## src/hdl/bmbl_pkg.sv

```systemverilog
// ----------------------------------------------------------------------------
// bmbl_pkg: shared types and constants for the binary market level book
// Request codes, decoded command word, best-level word and result word.
// ----------------------------------------------------------------------------
package bmbl_pkg;

    localparam int LEVELS    = 99;
    localparam int CMD_DEPTH = 2;
    localparam int RES_DEPTH = 4;

    localparam logic SIDE_YES = 1'b0;
    localparam logic SIDE_NO  = 1'b1;

    typedef logic [6:0] price_t;
    typedef logic [6:0] idx_t;

    typedef enum logic [1:0] {
        REQ_DELTA = 2'd0,
        REQ_SET   = 2'd1,
        REQ_CLEAR = 2'd2,
        REQ_RSVD  = 2'd3
    } req_t;

    // decoded operation; OP_NONE covers reserved codes and delta or set requests with bad prices
    typedef enum logic [1:0] {
        OP_NONE  = 2'd0,
        OP_DELTA = 2'd1,
        OP_SET   = 2'd2,
        OP_CLEAR = 2'd3
    } op_t;

    typedef struct packed {
        op_t                op;
        logic               side;
        idx_t               idx;
        logic signed [31:0] amount;
    } cmd_t;

    typedef struct packed {
        price_t             yes_price;
        logic signed [31:0] yes_vol;
        price_t             no_price;
        logic signed [31:0] no_vol;
    } best_t;

    typedef struct packed {
        price_t             best_yes_price;
        logic signed [31:0] best_yes_volume;
        price_t             best_no_price;
        logic signed [31:0] best_no_volume;
        price_t             yes_ask_price;
        price_t             no_ask_price;
        logic signed [7:0]  yes_spread_cents;
        logic signed [7:0]  no_spread_cents;
        logic [7:0]         yes_mid_halves;
        logic [7:0]         no_mid_halves;
    } res_t;

endpackage

```

## src/hdl/bmbl_front.sv

```systemverilog
// ----------------------------------------------------------------------------
// bmbl_front: request intake
// Decodes each request word into a command and queues it for the book.
// ----------------------------------------------------------------------------
module bmbl_front (
    input  logic               clk,
    input  logic               rst_n,
    input  logic               push,
    output logic               full,
    input  logic [1:0]         req_type,
    input  logic               side,
    input  logic [6:0]         price,
    input  logic signed [31:0] amount,
    output logic               cmd_valid,
    output bmbl_pkg::cmd_t     cmd,
    input  logic               cmd_pop
);
    import bmbl_pkg::*;

    localparam int PTR_W = $clog2(CMD_DEPTH);
    localparam int CNT_W = $clog2(CMD_DEPTH + 1);

    cmd_t             q_mem [CMD_DEPTH];
    logic [PTR_W-1:0] wr_ptr_reg, wr_ptr_next;
    logic [PTR_W-1:0] rd_ptr_reg, rd_ptr_next;
    logic [CNT_W-1:0] count_reg, count_next;
    cmd_t             cls;
    logic             price_ok;
    logic             wr_en;

    always_comb
    begin
        price_ok   = (price >= 7'd1) && (price <= 7'(LEVELS));
        cls.side   = side;
        cls.amount = amount;
        cls.idx    = price_ok ? (price - 7'd1) : '0;
        case (req_t'(req_type))
            REQ_DELTA: cls.op = price_ok ? OP_DELTA : OP_NONE;
            REQ_SET:   cls.op = price_ok ? OP_SET : OP_NONE;
            REQ_CLEAR: cls.op = OP_CLEAR;
            default:   cls.op = OP_NONE;
        endcase
    end

    assign full      = (count_reg == CNT_W'(CMD_DEPTH));
    assign wr_en     = push && !full;
    assign cmd_valid = (count_reg != '0);
    assign cmd       = q_mem[rd_ptr_reg];

    always_comb
    begin
        wr_ptr_next = wr_ptr_reg;
        rd_ptr_next = rd_ptr_reg;
        if (wr_en)
        begin
            wr_ptr_next = (wr_ptr_reg == PTR_W'(CMD_DEPTH - 1)) ? '0 : wr_ptr_reg + 1'b1;
        end
        if (cmd_pop)
        begin
            rd_ptr_next = (rd_ptr_reg == PTR_W'(CMD_DEPTH - 1)) ? '0 : rd_ptr_reg + 1'b1;
        end
        case ({wr_en, cmd_pop})
            2'b10:   count_next = count_reg + 1'b1;
            2'b01:   count_next = count_reg - 1'b1;
            default: count_next = count_reg;
        endcase
    end

    always_ff @(posedge clk or negedge rst_n)
    begin
        if (!rst_n)
        begin
            wr_ptr_reg <= '0;
            rd_ptr_reg <= '0;
            count_reg  <= '0;
        end
        else
        begin
            wr_ptr_reg <= wr_ptr_next;
            rd_ptr_reg <= rd_ptr_next;
            count_reg  <= count_next;
        end
    end

    always_ff @(posedge clk)
    begin
        if (wr_en)
        begin
            q_mem[wr_ptr_reg] <= cls;
        end
    end

endmodule

```

## config.mk

```make
export PLATFORM = sky130hd
export DESIGN_NAME = bmbl_front
export DESIGN_NICKNAME = d
export VERILOG_FILES = /design/src/hdl/bmbl_pkg.sv /design/src/hdl/bmbl_front.sv
export SDC_FILE = /design/constraint.sdc
export NUM_CORES = 1
export LEC_CHECK = 0
export BUFFER_PORTS_ARGS = -buffer_cell sky130_fd_sc_hd__clkbuf_2
export CORE_ASPECT_RATIO = 1.2
export CORE_MARGIN = 8
export CORE_UTILIZATION = 47
export CTS_CLUSTER_DIAMETER = 100
export DETAILED_ROUTE_END_ITERATION = 10
export PLACE_DENSITY_LB_ADDON = 0.08
export SLEW_MARGIN = 15
export SYNTH_ARGS = -nofsm -noshare
export SYNTH_HDL_FRONTEND = slang
export SYNTH_SLANG_ARGS = --single-unit
```

## constraint.sdc

```tcl
create_clock -name clk -period 2.75 [get_ports clk]
set_clock_uncertainty 0.1 [all_clocks]
set_input_delay 0.275 -clock clk [delete_from_list [all_inputs] [get_ports clk]]
set_output_delay 0.275 -clock clk [all_outputs]
set_load 0.02 [all_outputs]
```

==> out/qor.txt <==
========================================================================================================
Final hold violation count ................................................................            0
Met1 track demand over resource in global routing .........................................        0.150
Clock Sink Count ..........................................................................           88
Tightest hold margin ......................................................................      19.5 ps
Resized Gates After CTS ...................................................................            0
Transition time of the tightest slew-check pin ............................................       585 ps
Vias in the first global route ............................................................         2076
Syn nets ..................................................................................          238
RSZ-0062 raised after global routing ......................................................           no
Placement row count .......................................................................           34
Overall global routing resource usage .....................................................        0.132
Buffer cell driving the clock tree root ...................................................     clkbuf_8
Height of the die .........................................................................       110 µm
Proportion of layout cells with a drive suffix above 1 ....................................        0.508
Required time of the critical path ........................................................      2380 ps
TritonCTS clock tree ......................................................................         done
Final-stage net count .....................................................................          348
Flip-flop count of the largest register, all copies and words added .......................           84
Pin count of the biggest net entering global routing ......................................           31
Syn. warnings .............................................................................            0
Non-Filler Cell Area, Final ...............................................................     4410 µm²
Std-Cell Core Area ........................................................................     7190 µm²
Longest Clk Path Bufs .....................................................................            2
Area after detailed placement .............................................................     4080 µm²
Number of antenna violations at the first check in global routing .........................            0
Post-Syn Area per Cell ....................................................................     18.4 µm²
I/O Buffers ...............................................................................           89
Arrival time of data at the critical path endpoint ........................................      1810 ps
Min Tclk post-route .......................................................................      2190 ps
Kind of critical path .....................................................................   reg -> out
Busiest grt layer .........................................................................         met2
Diodes inserted ...........................................................................            0
Max Clock Freq ............................................................................    0.457 GHz
DRT Wirelength ............................................................................      6.60 mm
Remaining DRCs ............................................................................            0
Htree depth ...............................................................................            3
Syn Inst Count ............................................................................          188
Clock Latency Late Sink ...................................................................       340 ps
Maximum fanout count along the critical path ..............................................           24
Number of distinct library cell variants in the gate-level netlist after synthesis ........           25
Placer's final routability congestion estimate ............................................        0.756
I/O pin total .............................................................................           90
Routed via count divided by cell count ....................................................         5.01
Detailed-routing iteration count for the pre-antenna-repair pass ..........................            4
Clock buffers created by TritonCTS ........................................................            9
Flop-to-flop setup slack ..................................................................       930 ps
Count of pins over their slew limit .......................................................            0
Post-route setup TNS ......................................................................         0 ps
Number of maximum-capacitance constraint violations .......................................            0
Relative area change from synthesis to final layout .......................................        27.2%
ANT nets after route ......................................................................            0
Class of the most critical hold timing path ...............................................    in -> reg
Final setup vio count .....................................................................            0
Leak pwr ..................................................................................      1.68 nW
Wire length of the first global-routing pass ..............................................      10.4 mm
Endpoint kind of the worst setup timing path ..............................................   output pin
Routed WL per cell ........................................................................      16.8 µm
Fraction of the yosys area taken by sequential cells ......................................        0.757
Share of the clock period used by the worst path ..........................................        0.796
Global-route met3 utilization .............................................................       0.0420
Post-CTS clock slew at the launch and capture registers of the worst setup and hold paths .       100 ps
Post-Synthesis Cell Area ..................................................................     3470 µm²
Ys async rst share ........................................................................       0.0455
Die area ..................................................................................    10400 µm²
Final HPWL from detailed placement ........................................................      4.63 mm
Hold-fix buffers at CTS ...................................................................            9
Die width .................................................................................      94.4 µm
Via Count .................................................................................         1967
Synthesis-stage register bit count ........................................................           88
DRC marker count from the first detailed-route iteration ..................................           98
Setup bufs post-CTS .......................................................................            0
Worst slew margin .........................................................................        0.607
Met2 layer usage reported by global route .................................................        0.226
Result of the run ......................................................................... complete, no violations
GRT Residual Overflow .....................................................................            0
Power per unit of standard cell area ......................................................  1010 nW/µm²
Post-synth EDFFs ..........................................................................           84
Crit path launch type .....................................................................     register
Final core area utilization ...............................................................        0.613
Largest voltage drop on the vdd net .......................................................   0.000553 V
Most instantiated flip-flop cell in the synthesis netlist .................................     edfxtp_1
Effective utilization at floorplan ........................................................        0.482
========================================================================================================
## final cells by class
cell class                      count  area (µm²)
Clock buffer                       11         131
Clock inverter                      5        81.3
Fill cell                         578        2780
Inverter                            4        15.0
Multi-Input combinational cell     91         818
Sequential cell                    88        2620
Tap cell                           90         113
Timing Repair Buffer              104         626
## worst max-delay path, cell delays in order (launching register included)
cell and delay [ps]:
dfrtp_2 690, buf_12 250, mux2_2 360, clkbuf_2 160
## worst paths after layout
| check | from | end | cells after the start |
|---|---|---|---|
| setup / recovery | rd_ptr_reg$_DFFE_PN0P_ | cmd[1] | 3 |
| hold / removal | amount[14] | q_mem[0][14]$_DFFE_PP_ | 1 |
| setup reg to reg | count_reg[0]$_DFFE_PN0P_ | q_mem[0][24]$_DFFE_PP_ | 4 |
| hold reg to reg | count_reg[1]$_DFFE_PN0P_ | count_reg[1]$_DFFE_PN0P_ | 1 |
| max in group asynchronous | rst_n | rd_ptr_reg$_DFFE_PN0P_ | 2 |
| min in group asynchronous | rst_n | count_reg[1]$_DFFE_PN0P_ | 2 |
## power breakdown
part,internal [mW],switching (mW)
Clock,0.515,0.433
Combinational,0.642,0.901
Sequential,1.84,0.143
Total,2.99,1.48
## metal layers
| layer | wire length [µm] | up-vias |
|---|---|---|
| li1 | - | 954 |
| met1 | 2610 | 954 |
| met2 | 3490 | 52 |
| met3 | 424 | 7 |
| met4 | 76 | 0 |
| met5 | 0 | - |
## cells in the final DEF (no fill, tap or decap), types with 2 or more instances in the layout
| cell type | count |
|---|---|
| buf_12 | 3 |
| o21ai_0 | 2 |
| a211oi_1 | 2 |
| bufinv_16 | 2 |
| xor2_1 | 2 |
| or2_2 | 2 |
| a21oi_1 | 2 |
| ha_1 | 4 |
| dlygate4sd3_1 | 12 |
| or4_1 | 2 |
| edfxtp_1 | 84 |
| xnor2_1 | 6 |
| clkbuf_2 | 89 |
| dfrtp_1 | 3 |
| mux2_2 | 42 |
| clkbuf_8 | 9 |
| nor3_1 | 11 |
| nor2_1 | 2 |
| nand2_1 | 2 |
| inv_1 | 4 |
| or3_1 | 3 |
| clkbuf_1 | 2 |
## Yosys cell counts (all sizes together), types with 3 or more instances
cell / count / area [µm²]
edfxtp: 84 / 2520
mux2: 42 / 473
nor3: 11 / 55.1
xnor2: 6 / 52.6
clkbuf: 5 / 18.8
dfrtp: 4 / 100
ha: 4 / 50.1
inv: 4 / 15.0
nor2: 3 / 11.3
or3: 3 / 18.8
## stage by stage
| step | instances | power [mW] | worst slack [ps] |
|---|---|---|---|
| finish | 393 | 4.47 | 560 |
| floorplan | 188 | 3.00 | 508 |
| global placement | 365 | 3.56 | 709 |
| detailed placement | 365 | 3.58 | 691 |
| CTS | 390 | 4.54 | 514 |
| global route | 393 | 4.71 | 457 |
## cell families after synthesis
family / after synthesis / synth area share
AO/OA/AOI/OAI: 9 / 0.0166
XOR/XNOR: 8 / 0.0202
adder cells (fa/ha/maj): 4 / 0.0144
buffers and inverters: 9 / 0.00975
flip-flops: 88 / 0.757
multiplexers: 42 / 0.136
AND/OR/NAND/NOR: 28 / 0.0458
Note: power is estimated with default switching activity, not from simulation.
