--- src/hdl/bmbl_pkg.sv ---
// ----------------------------------------------------------------------------
// bmbl_pkg: shared types and constants for the binary market level book
// Request codes, decoded command word, best-level word and result word.
// ----------------------------------------------------------------------------
package bmbl_pkg;

    localparam int LEVELS    = 99;
    localparam int CMD_DEPTH = 2;
    localparam int RES_DEPTH = 4;

    localparam logic SIDE_YES = 1'b0;
    localparam logic SIDE_NO  = 1'b1;

    typedef logic [6:0] price_t;
    typedef logic [6:0] idx_t;

    typedef enum logic [1:0] {
        REQ_DELTA = 2'd0,
        REQ_SET   = 2'd1,
        REQ_CLEAR = 2'd2,
        REQ_RSVD  = 2'd3
    } req_t;

    // decoded operation; OP_NONE covers reserved codes and delta or set requests with bad prices
    typedef enum logic [1:0] {
        OP_NONE  = 2'd0,
        OP_DELTA = 2'd1,
        OP_SET   = 2'd2,
        OP_CLEAR = 2'd3
    } op_t;

    typedef struct packed {
        op_t                op;
        logic               side;
        idx_t               idx;
        logic signed [31:0] amount;
    } cmd_t;

    typedef struct packed {
        price_t             yes_price;
        logic signed [31:0] yes_vol;
        price_t             no_price;
        logic signed [31:0] no_vol;
    } best_t;

    typedef struct packed {
        price_t             best_yes_price;
        logic signed [31:0] best_yes_volume;
        price_t             best_no_price;
        logic signed [31:0] best_no_volume;
        price_t             yes_ask_price;
        price_t             no_ask_price;
        logic signed [7:0]  yes_spread_cents;
        logic signed [7:0]  no_spread_cents;
        logic [7:0]         yes_mid_halves;
        logic [7:0]         no_mid_halves;
    } res_t;

endpackage

--- src/hdl/bmbl_result.sv ---
// ----------------------------------------------------------------------------
// bmbl_result: quote derivation and result queue
// Builds asks, spreads and midpoints from the best bids and queues words.
// ----------------------------------------------------------------------------
module bmbl_result #(
    parameter int CONTRACT_PAYOUT = 100
) (
    input  logic            clk,
    input  logic            rst_n,
    input  logic            best_valid,
    input  bmbl_pkg::best_t best,
    input  logic [1:0]      inflight,
    output logic            room,
    output logic            empty,
    input  logic            pop,
    output bmbl_pkg::res_t  res
);
    import bmbl_pkg::*;

    localparam int PTR_W = $clog2(RES_DEPTH);
    localparam int CNT_W = $clog2(RES_DEPTH + 1);
    // only the low eight bits of the payout reach any output field
    localparam logic [7:0] PAY8 = 8'(CONTRACT_PAYOUT % 256);

    res_t             q_mem [RES_DEPTH];
    logic [PTR_W-1:0] wr_ptr_reg, wr_ptr_next;
    logic [PTR_W-1:0] rd_ptr_reg, rd_ptr_next;
    logic [CNT_W-1:0] count_reg, count_next;
    logic             rd_en;
    logic [7:0]       ya8, na8;
    res_t             q_in;

    always_comb
    begin
        ya8 = (best.no_price == '0) ? '0 : PAY8 - {1'b0, best.no_price};
        na8 = (best.yes_price == '0) ? '0 : PAY8 - {1'b0, best.yes_price};
        q_in.best_yes_price   = best.yes_price;
        q_in.best_yes_volume  = best.yes_vol;
        q_in.best_no_price    = best.no_price;
        q_in.best_no_volume   = best.no_vol;
        q_in.yes_ask_price    = ya8[6:0];
        q_in.no_ask_price     = na8[6:0];
        q_in.yes_spread_cents = signed'(ya8 - {1'b0, best.yes_price});
        q_in.no_spread_cents  = signed'(na8 - {1'b0, best.no_price});
        q_in.yes_mid_halves   = ya8 + {1'b0, best.yes_price};
        q_in.no_mid_halves    = na8 + {1'b0, best.no_price};
    end

    // words already on their way through the book count against free space
    assign room  = ({1'b0, count_reg} + {{(CNT_W - 1){1'b0}}, inflight}) < (CNT_W + 1)'(RES_DEPTH);
    assign empty = (count_reg == '0);
    assign rd_en = pop && !empty;
    assign res   = q_mem[rd_ptr_reg];

    always_comb
    begin
        wr_ptr_next = wr_ptr_reg;
        rd_ptr_next = rd_ptr_reg;
        if (best_valid)
        begin
            wr_ptr_next = (wr_ptr_reg == PTR_W'(RES_DEPTH - 1)) ? '0 : wr_ptr_reg + 1'b1;
        end
        if (rd_en)
        begin
            rd_ptr_next = (rd_ptr_reg == PTR_W'(RES_DEPTH - 1)) ? '0 : rd_ptr_reg + 1'b1;
        end
        case ({best_valid, rd_en})
            2'b10:   count_next = count_reg + 1'b1;
            2'b01:   count_next = count_reg - 1'b1;
            default: count_next = count_reg;
        endcase
    end

    always_ff @(posedge clk or negedge rst_n)
    begin
        if (!rst_n)
        begin
            wr_ptr_reg <= '0;
            rd_ptr_reg <= '0;
            count_reg  <= '0;
        end
        else
        begin
            wr_ptr_reg <= wr_ptr_next;
            rd_ptr_reg <= rd_ptr_next;
            count_reg  <= count_next;
        end
    end

    always_ff @(posedge clk)
    begin
        if (best_valid)
        begin
            q_mem[wr_ptr_reg] <= q_in;
        end
    end

    a_no_overflow: assert property (@(posedge clk) disable iff (!rst_n)
        best_valid |-> (count_reg != CNT_W'(RES_DEPTH)))
        else $error("result queue written while full");

endmodule

--- config.mk ---
export PLATFORM = sky130hd
export DESIGN_NAME = bmbl_result
export DESIGN_NICKNAME = d
export VERILOG_FILES = /design/src/hdl/bmbl_pkg.sv /design/src/hdl/bmbl_result.sv
export SDC_FILE = /design/constraint.sdc
export NUM_CORES = 1
export LEC_CHECK = 0
export BUFFER_PORTS_ARGS = -buffer_cell sky130_fd_sc_hd__buf_2
export CAP_MARGIN = 20
export CORE_ASPECT_RATIO = 0.9
export CORE_MARGIN = 2
export CORE_UTILIZATION = 53
export DETAILED_ROUTE_END_ITERATION = 8
export PLACE_DENSITY = 0.74
export SYNTH_ARGS = -nofsm -noshare
export SYNTH_HDL_FRONTEND = slang
export SYNTH_SLANG_ARGS = --single-unit
--- constraint.sdc ---
create_clock -name clk -period 4 [get_ports clk]
set_input_delay 0.2 -clock clk [delete_from_list [all_inputs] [get_ports clk]]
set_output_delay 0.2 -clock clk [all_outputs]
set_load 0.05 [all_outputs]
==> flow_summary.html <==
<table>
<tr><th>Metric</th><th>Value</th></tr>
<tr><th colspan="2">Timing</th></tr>
<tr><td>Final worst path period share</td><td>82.0%</td></tr>
<tr><td>Fin crit period</td><td>3280 ps</td></tr>
<tr><td>Final number of max-transition violations</td><td>0</td></tr>
<tr><td>Setup TNS</td><td>0 ps</td></tr>
<tr><td>Slew margin rel.</td><td>41.3%</td></tr>
<tr><td>Fmax</td><td>0.305 GHz</td></tr>
<tr><td>Endpoints failing hold</td><td>0</td></tr>
<tr><td>Final worst clock skew</td><td>12.7 ps</td></tr>
<tr><td>RSZ-0062 raised after global routing</td><td>false</td></tr>
<tr><td>Worst Max-Slew Pin Slew</td><td>880 ps</td></tr>
<tr><td>Endpoints failing setup</td><td>0</td></tr>
<tr><th colspan="2">Power and ir drop</th></tr>
<tr><td>Combinational cell fraction of total power</td><td>37.8%</td></tr>
<tr><td>Seq pwr share</td><td>37.7%</td></tr>
<tr><td>Pwr dens</td><td>802 mW/mm^2</td></tr>
<tr><td>Maximum vdd drop</td><td>0.666 mV</td></tr>
<tr><td>Sw Pwr</td><td>7.26 mW</td></tr>
<tr><td>Total design power</td><td>19.0 mW</td></tr>
<tr><td>Sw Share</td><td>38.3%</td></tr>
<tr><td>Pleak</td><td>8.31 nW</td></tr>
<tr><td>Share of power burned in the clock network</td><td>24.4%</td></tr>
<tr><td>Cell-internal power</td><td>11.7 mW</td></tr>
<tr><th colspan="2">Yosys</th></tr>
<tr><td>Syn Inst Count</td><td>877</td></tr>
<tr><td>Part of the Yosys area used for sequential elements</td><td>76.2%</td></tr>
<tr><td>Dominant cells by area after synthesis</td><td>edfxtp_1, mux4_2, ha_1</td></tr>
<tr><td>Combinational family with the most area after synthesis</td><td>multiplexers</td></tr>
<tr><td>Post-Synth Adder-Cell Area</td><td>3.09%</td></tr>
<tr><td>Post-synth EDFFs</td><td>488</td></tr>
<tr><td>Net count after synthesis</td><td>1,006</td></tr>
<tr><td>Most common flop cell mapped by yosys</td><td>edfxtp_1</td></tr>
<tr><td>Number of distinct library cell variants in the gate-level netlist after synthesis</td><td>40</td></tr>
<tr><td>Fraction of registers with async set/reset</td><td>1.41%</td></tr>
<tr><td>Area of the mapped netlist</td><td>0.0195 mm^2</td></tr>
<tr><td>Per-instance average area after synthesis</td><td>22.2 um^2</td></tr>
<tr><td>Ranking of synthesized cells by instance count</td><td>edfxtp_1, mux4_2, inv_1</td></tr>
<tr><td>Simple logic cell fraction of the synthesized area</td><td>1.45%</td></tr>
<tr><td>Complex-gate fraction of the synthesized area</td><td>1.81%</td></tr>
<tr><td>#FFs+latches synth</td><td>495</td></tr>
<tr><td>Yosys warning count</td><td>0</td></tr>
<tr><td>Multiplexer fraction of the synthesized cell area</td><td>14.3%</td></tr>
<tr><td>Most common cell in the synthesized netlist</td><td>edfxtp_1</td></tr>
<tr><td>Area share of the leading cell type in the synthesized netlist</td><td>75.3%</td></tr>
<tr><td>Xor and xnor fraction of the mapped netlist area</td><td>1.31%</td></tr>
<tr><td>Cell accounting for the most synthesized area</td><td>edfxtp_1</td></tr>
<tr><th colspan="2">CTS</th></tr>
<tr><td>Number of buffers inserted to repair setup after CTS</td><td>0</td></tr>
<tr><td>Bufs on Longest Clock Path</td><td>3</td></tr>
<tr><td>Post-CTS sizing</td><td>0</td></tr>
<tr><td>TritonCTS Sinks</td><td>495</td></tr>
<tr><td>Clock buffers created by TritonCTS</td><td>49</td></tr>
<tr><td>Root buffer selected by CTS</td><td>clkbuf_16</td></tr>
<tr><td>Clock Latency Late Sink</td><td>570 ps</td></tr>
<tr><td>TritonCTS clock tree</td><td>done</td></tr>
<tr><td>Register clock-pin slew on the reported worst setup and hold paths</td><td>60 ps</td></tr>
<tr><td>CTS H-tree depth</td><td>2</td></tr>
<tr><td># hold bufs at CTS</td><td>82</td></tr>
<tr><th colspan="2">Layout</th></tr>
<tr><td>Register Area</td><td>0.0148 mm^2</td></tr>
<tr><td>Fill cell total of the finished layout</td><td>2,422</td></tr>
<tr><td>Final net count</td><td>1,335</td></tr>
<tr><td>Ratio of cells with drive above 1 in the final layout</td><td>34.9%</td></tr>
<tr><td>P&amp;R area growth vs syn</td><td>21.4%</td></tr>
<tr><td>Antenna cell count</td><td>0</td></tr>
<tr><td>Multi-input logic area</td><td>0.00428 mm^2</td></tr>
<tr><td>Final Util</td><td>65.3%</td></tr>
<tr><td>Largest register FFs</td><td>488</td></tr>
<tr><th colspan="2">Setup path</th></tr>
<tr><td>Data arrival time at the worst-slack endpoint</td><td>3630 ps</td></tr>
<tr><td>Startpoint type of the worst setup path</td><td>input port</td></tr>
<tr><td>Start-to-end type of the worst setup path</td><td>input port to flip-flop</td></tr>
<tr><td>Path depth of the worst reg2reg path</td><td>4</td></tr>
<tr><td>CP endpoint kind</td><td>flip-flop</td></tr>
<tr><td>CP Data Required Time</td><td>4350 ps</td></tr>
<tr><td>Biggest fanout along the worst timing path</td><td>7</td></tr>
<tr><th colspan="2">Global route</th></tr>
<tr><td>Total grt overflow</td><td>0</td></tr>
<tr><td>Antenna violations before repair</td><td>0</td></tr>
<tr><td>First-pass GRT wire length</td><td>59,400 um</td></tr>
<tr><td>Total routing usage reported by global routing</td><td>20.9%</td></tr>
<tr><td>Maximum number of pins on one net before global-route repair</td><td>56</td></tr>
<tr><td>Vias in the first global route</td><td>10,100</td></tr>
<tr><th colspan="2">Floorplan</th></tr>
<tr><td>Die span in y</td><td>186 um</td></tr>
<tr><td>Core ar.</td><td>0.0362 mm^2</td></tr>
<tr><td>Horizontal die dimension</td><td>206 um</td></tr>
<tr><td>Top-level port count</td><td>210</td></tr>
<tr><td>Std-Cell Rows</td><td>66</td></tr>
<tr><td>Die area</td><td>0.0383 mm^2</td></tr>
<tr><td>Effective utilization at floorplan</td><td>53.8%</td></tr>
<tr><th colspan="2">Route</th></tr>
<tr><td>Count of unresolved DRC violations after routing</td><td>0</td></tr>
<tr><td>First-pass iteration count of the detailed router</td><td>5</td></tr>
<tr><td>1st-iter DRT viols</td><td>839</td></tr>
<tr><td>Post-detailed-route via-to-cell ratio</td><td>5.61</td></tr>
<tr><td>Total number of vias</td><td>9,652</td></tr>
<tr><td>Antenna-violating nets left</td><td>0</td></tr>
<tr><td>Wire length per cell</td><td>22.9 um</td></tr>
<tr><td>Routed WL</td><td>39,400 um</td></tr>
<tr><th colspan="2">Job</th></tr>
<tr><td>Number of violations of the max-capacitance limit</td><td>0</td></tr>
<tr><th colspan="2">Min path</th></tr>
<tr><td>Number of stages on the worst hold path</td><td>3</td></tr>
<tr><td>Path category of the worst min-delay check</td><td>input port to flip-flop</td></tr>
<tr><th colspan="2">Placed design</th></tr>
<tr><td>Estimated wirelength of the detail-placed design</td><td>24,400 um</td></tr>
<tr><td>Number of buffers added on ports</td><td>209</td></tr>
<tr><td>GP Congestion</td><td>0.830</td></tr>
<tr><th colspan="2">Status</th></tr>
<tr><td>Status</td><td>finished clean</td></tr>
</table>
==> worst max-delay path, stage by stage <==
cell           delay [ps]
dlygate4sd3_1         570
buf_2                 180
inv_1                 200
ha_1                  230
nand2b_1              210
a21oi_1               100
a21oi_1               500
ha_1                  410
or3_1                 390
o22ai_1               210
o22ai_1               150
xnor2_1               280
==> worst paths after layout <==
path / start / endpoint / slack, ps
min in group asynchronous: rst_n / count_reg[1]$_DFFE_PN0P_ / 520
max in group asynchronous: rst_n / rd_ptr_reg[0]$_DFFE_PN0N_ / 2580
min reg2reg: count_reg[2]$_DFFE_PN0P_ / count_reg[2]$_DFFE_PN0P_ / 500
max: best[33] / q_mem[3][15]$_DFFE_PP_ / 720
max reg2reg: wr_ptr_reg[1]$_DFFE_PN0P_ / q_mem[1][21]$_DFFE_PP_ / 1860
min: pop / rd_ptr_reg[0]$_DFFE_PN0N_ / 90
==> kinds of logic (layout without fill, tap and decap cells) <==
group           count (synthesis)  after routing
buf+inv                        75            443
xor+xnor                       29             29
compound gates                 53             53
flops                         495            495
fa+ha+maj                      45             45
simple gates                   55             55
mux                           125            125
==> stage by stage <==
stage                     setup WS, ps  hold slack, ps  cells  cell area (um^2)
after floorplan                   87.6           -95.6    877             19500
after global placement            1080            45.6   1548             21200
after detailed placement           823            47.2   1548             21200
after CTS                          804            64.2   1720             23600
after global routing               522            79.2   1721             23600
final                              719            92.9   1721             23600
==> metal layers <==
layer	wire length, um	GRT usage, %
met5	0	0
met1	16500	28.7
met3	3010	4.74
met2	19300	34.5
met4	606	4.71
==> final cells by class <==
type / instances / share of cell area [%]
Inverter: 43 / 0.683
Sequential cell: 495 / 62.8
Clock inverter: 34 / 1.56
Clock buffer: 56 / 5.39
Timing Repair Buffer: 310 / 8.97
Multi-Input combinational cell: 307 / 18.1
Tap cell: 476 / 2.52
==> power groups by stage <==
stage	clock (mW)	combinational (mW)	sequential (mW)
after floorplan	0	5.70	7.10
after global placement	0	7.17	7.21
after detailed placement	0	7.21	7.27
after CTS	4.71	7.30	7.17
after global routing	4.92	7.56	7.24
final	4.63	7.18	7.16
==> layout by cell type, fill, tap and decap left out, drive strengths merged, types with 19 or more instances in the layout <==
master / netlist / final
dlygate4sd3: 0 / 82
a21oi: 22 / 22
edfxtp: 488 / 488
inv: 43 / 45
mux4: 122 / 122
clkbuf: 7 / 56
xnor2: 19 / 19
buf: 25 / 228
ha: 40 / 40
clkinv: 0 / 23
No activity file was read; power rests on OpenSTA's default activity.
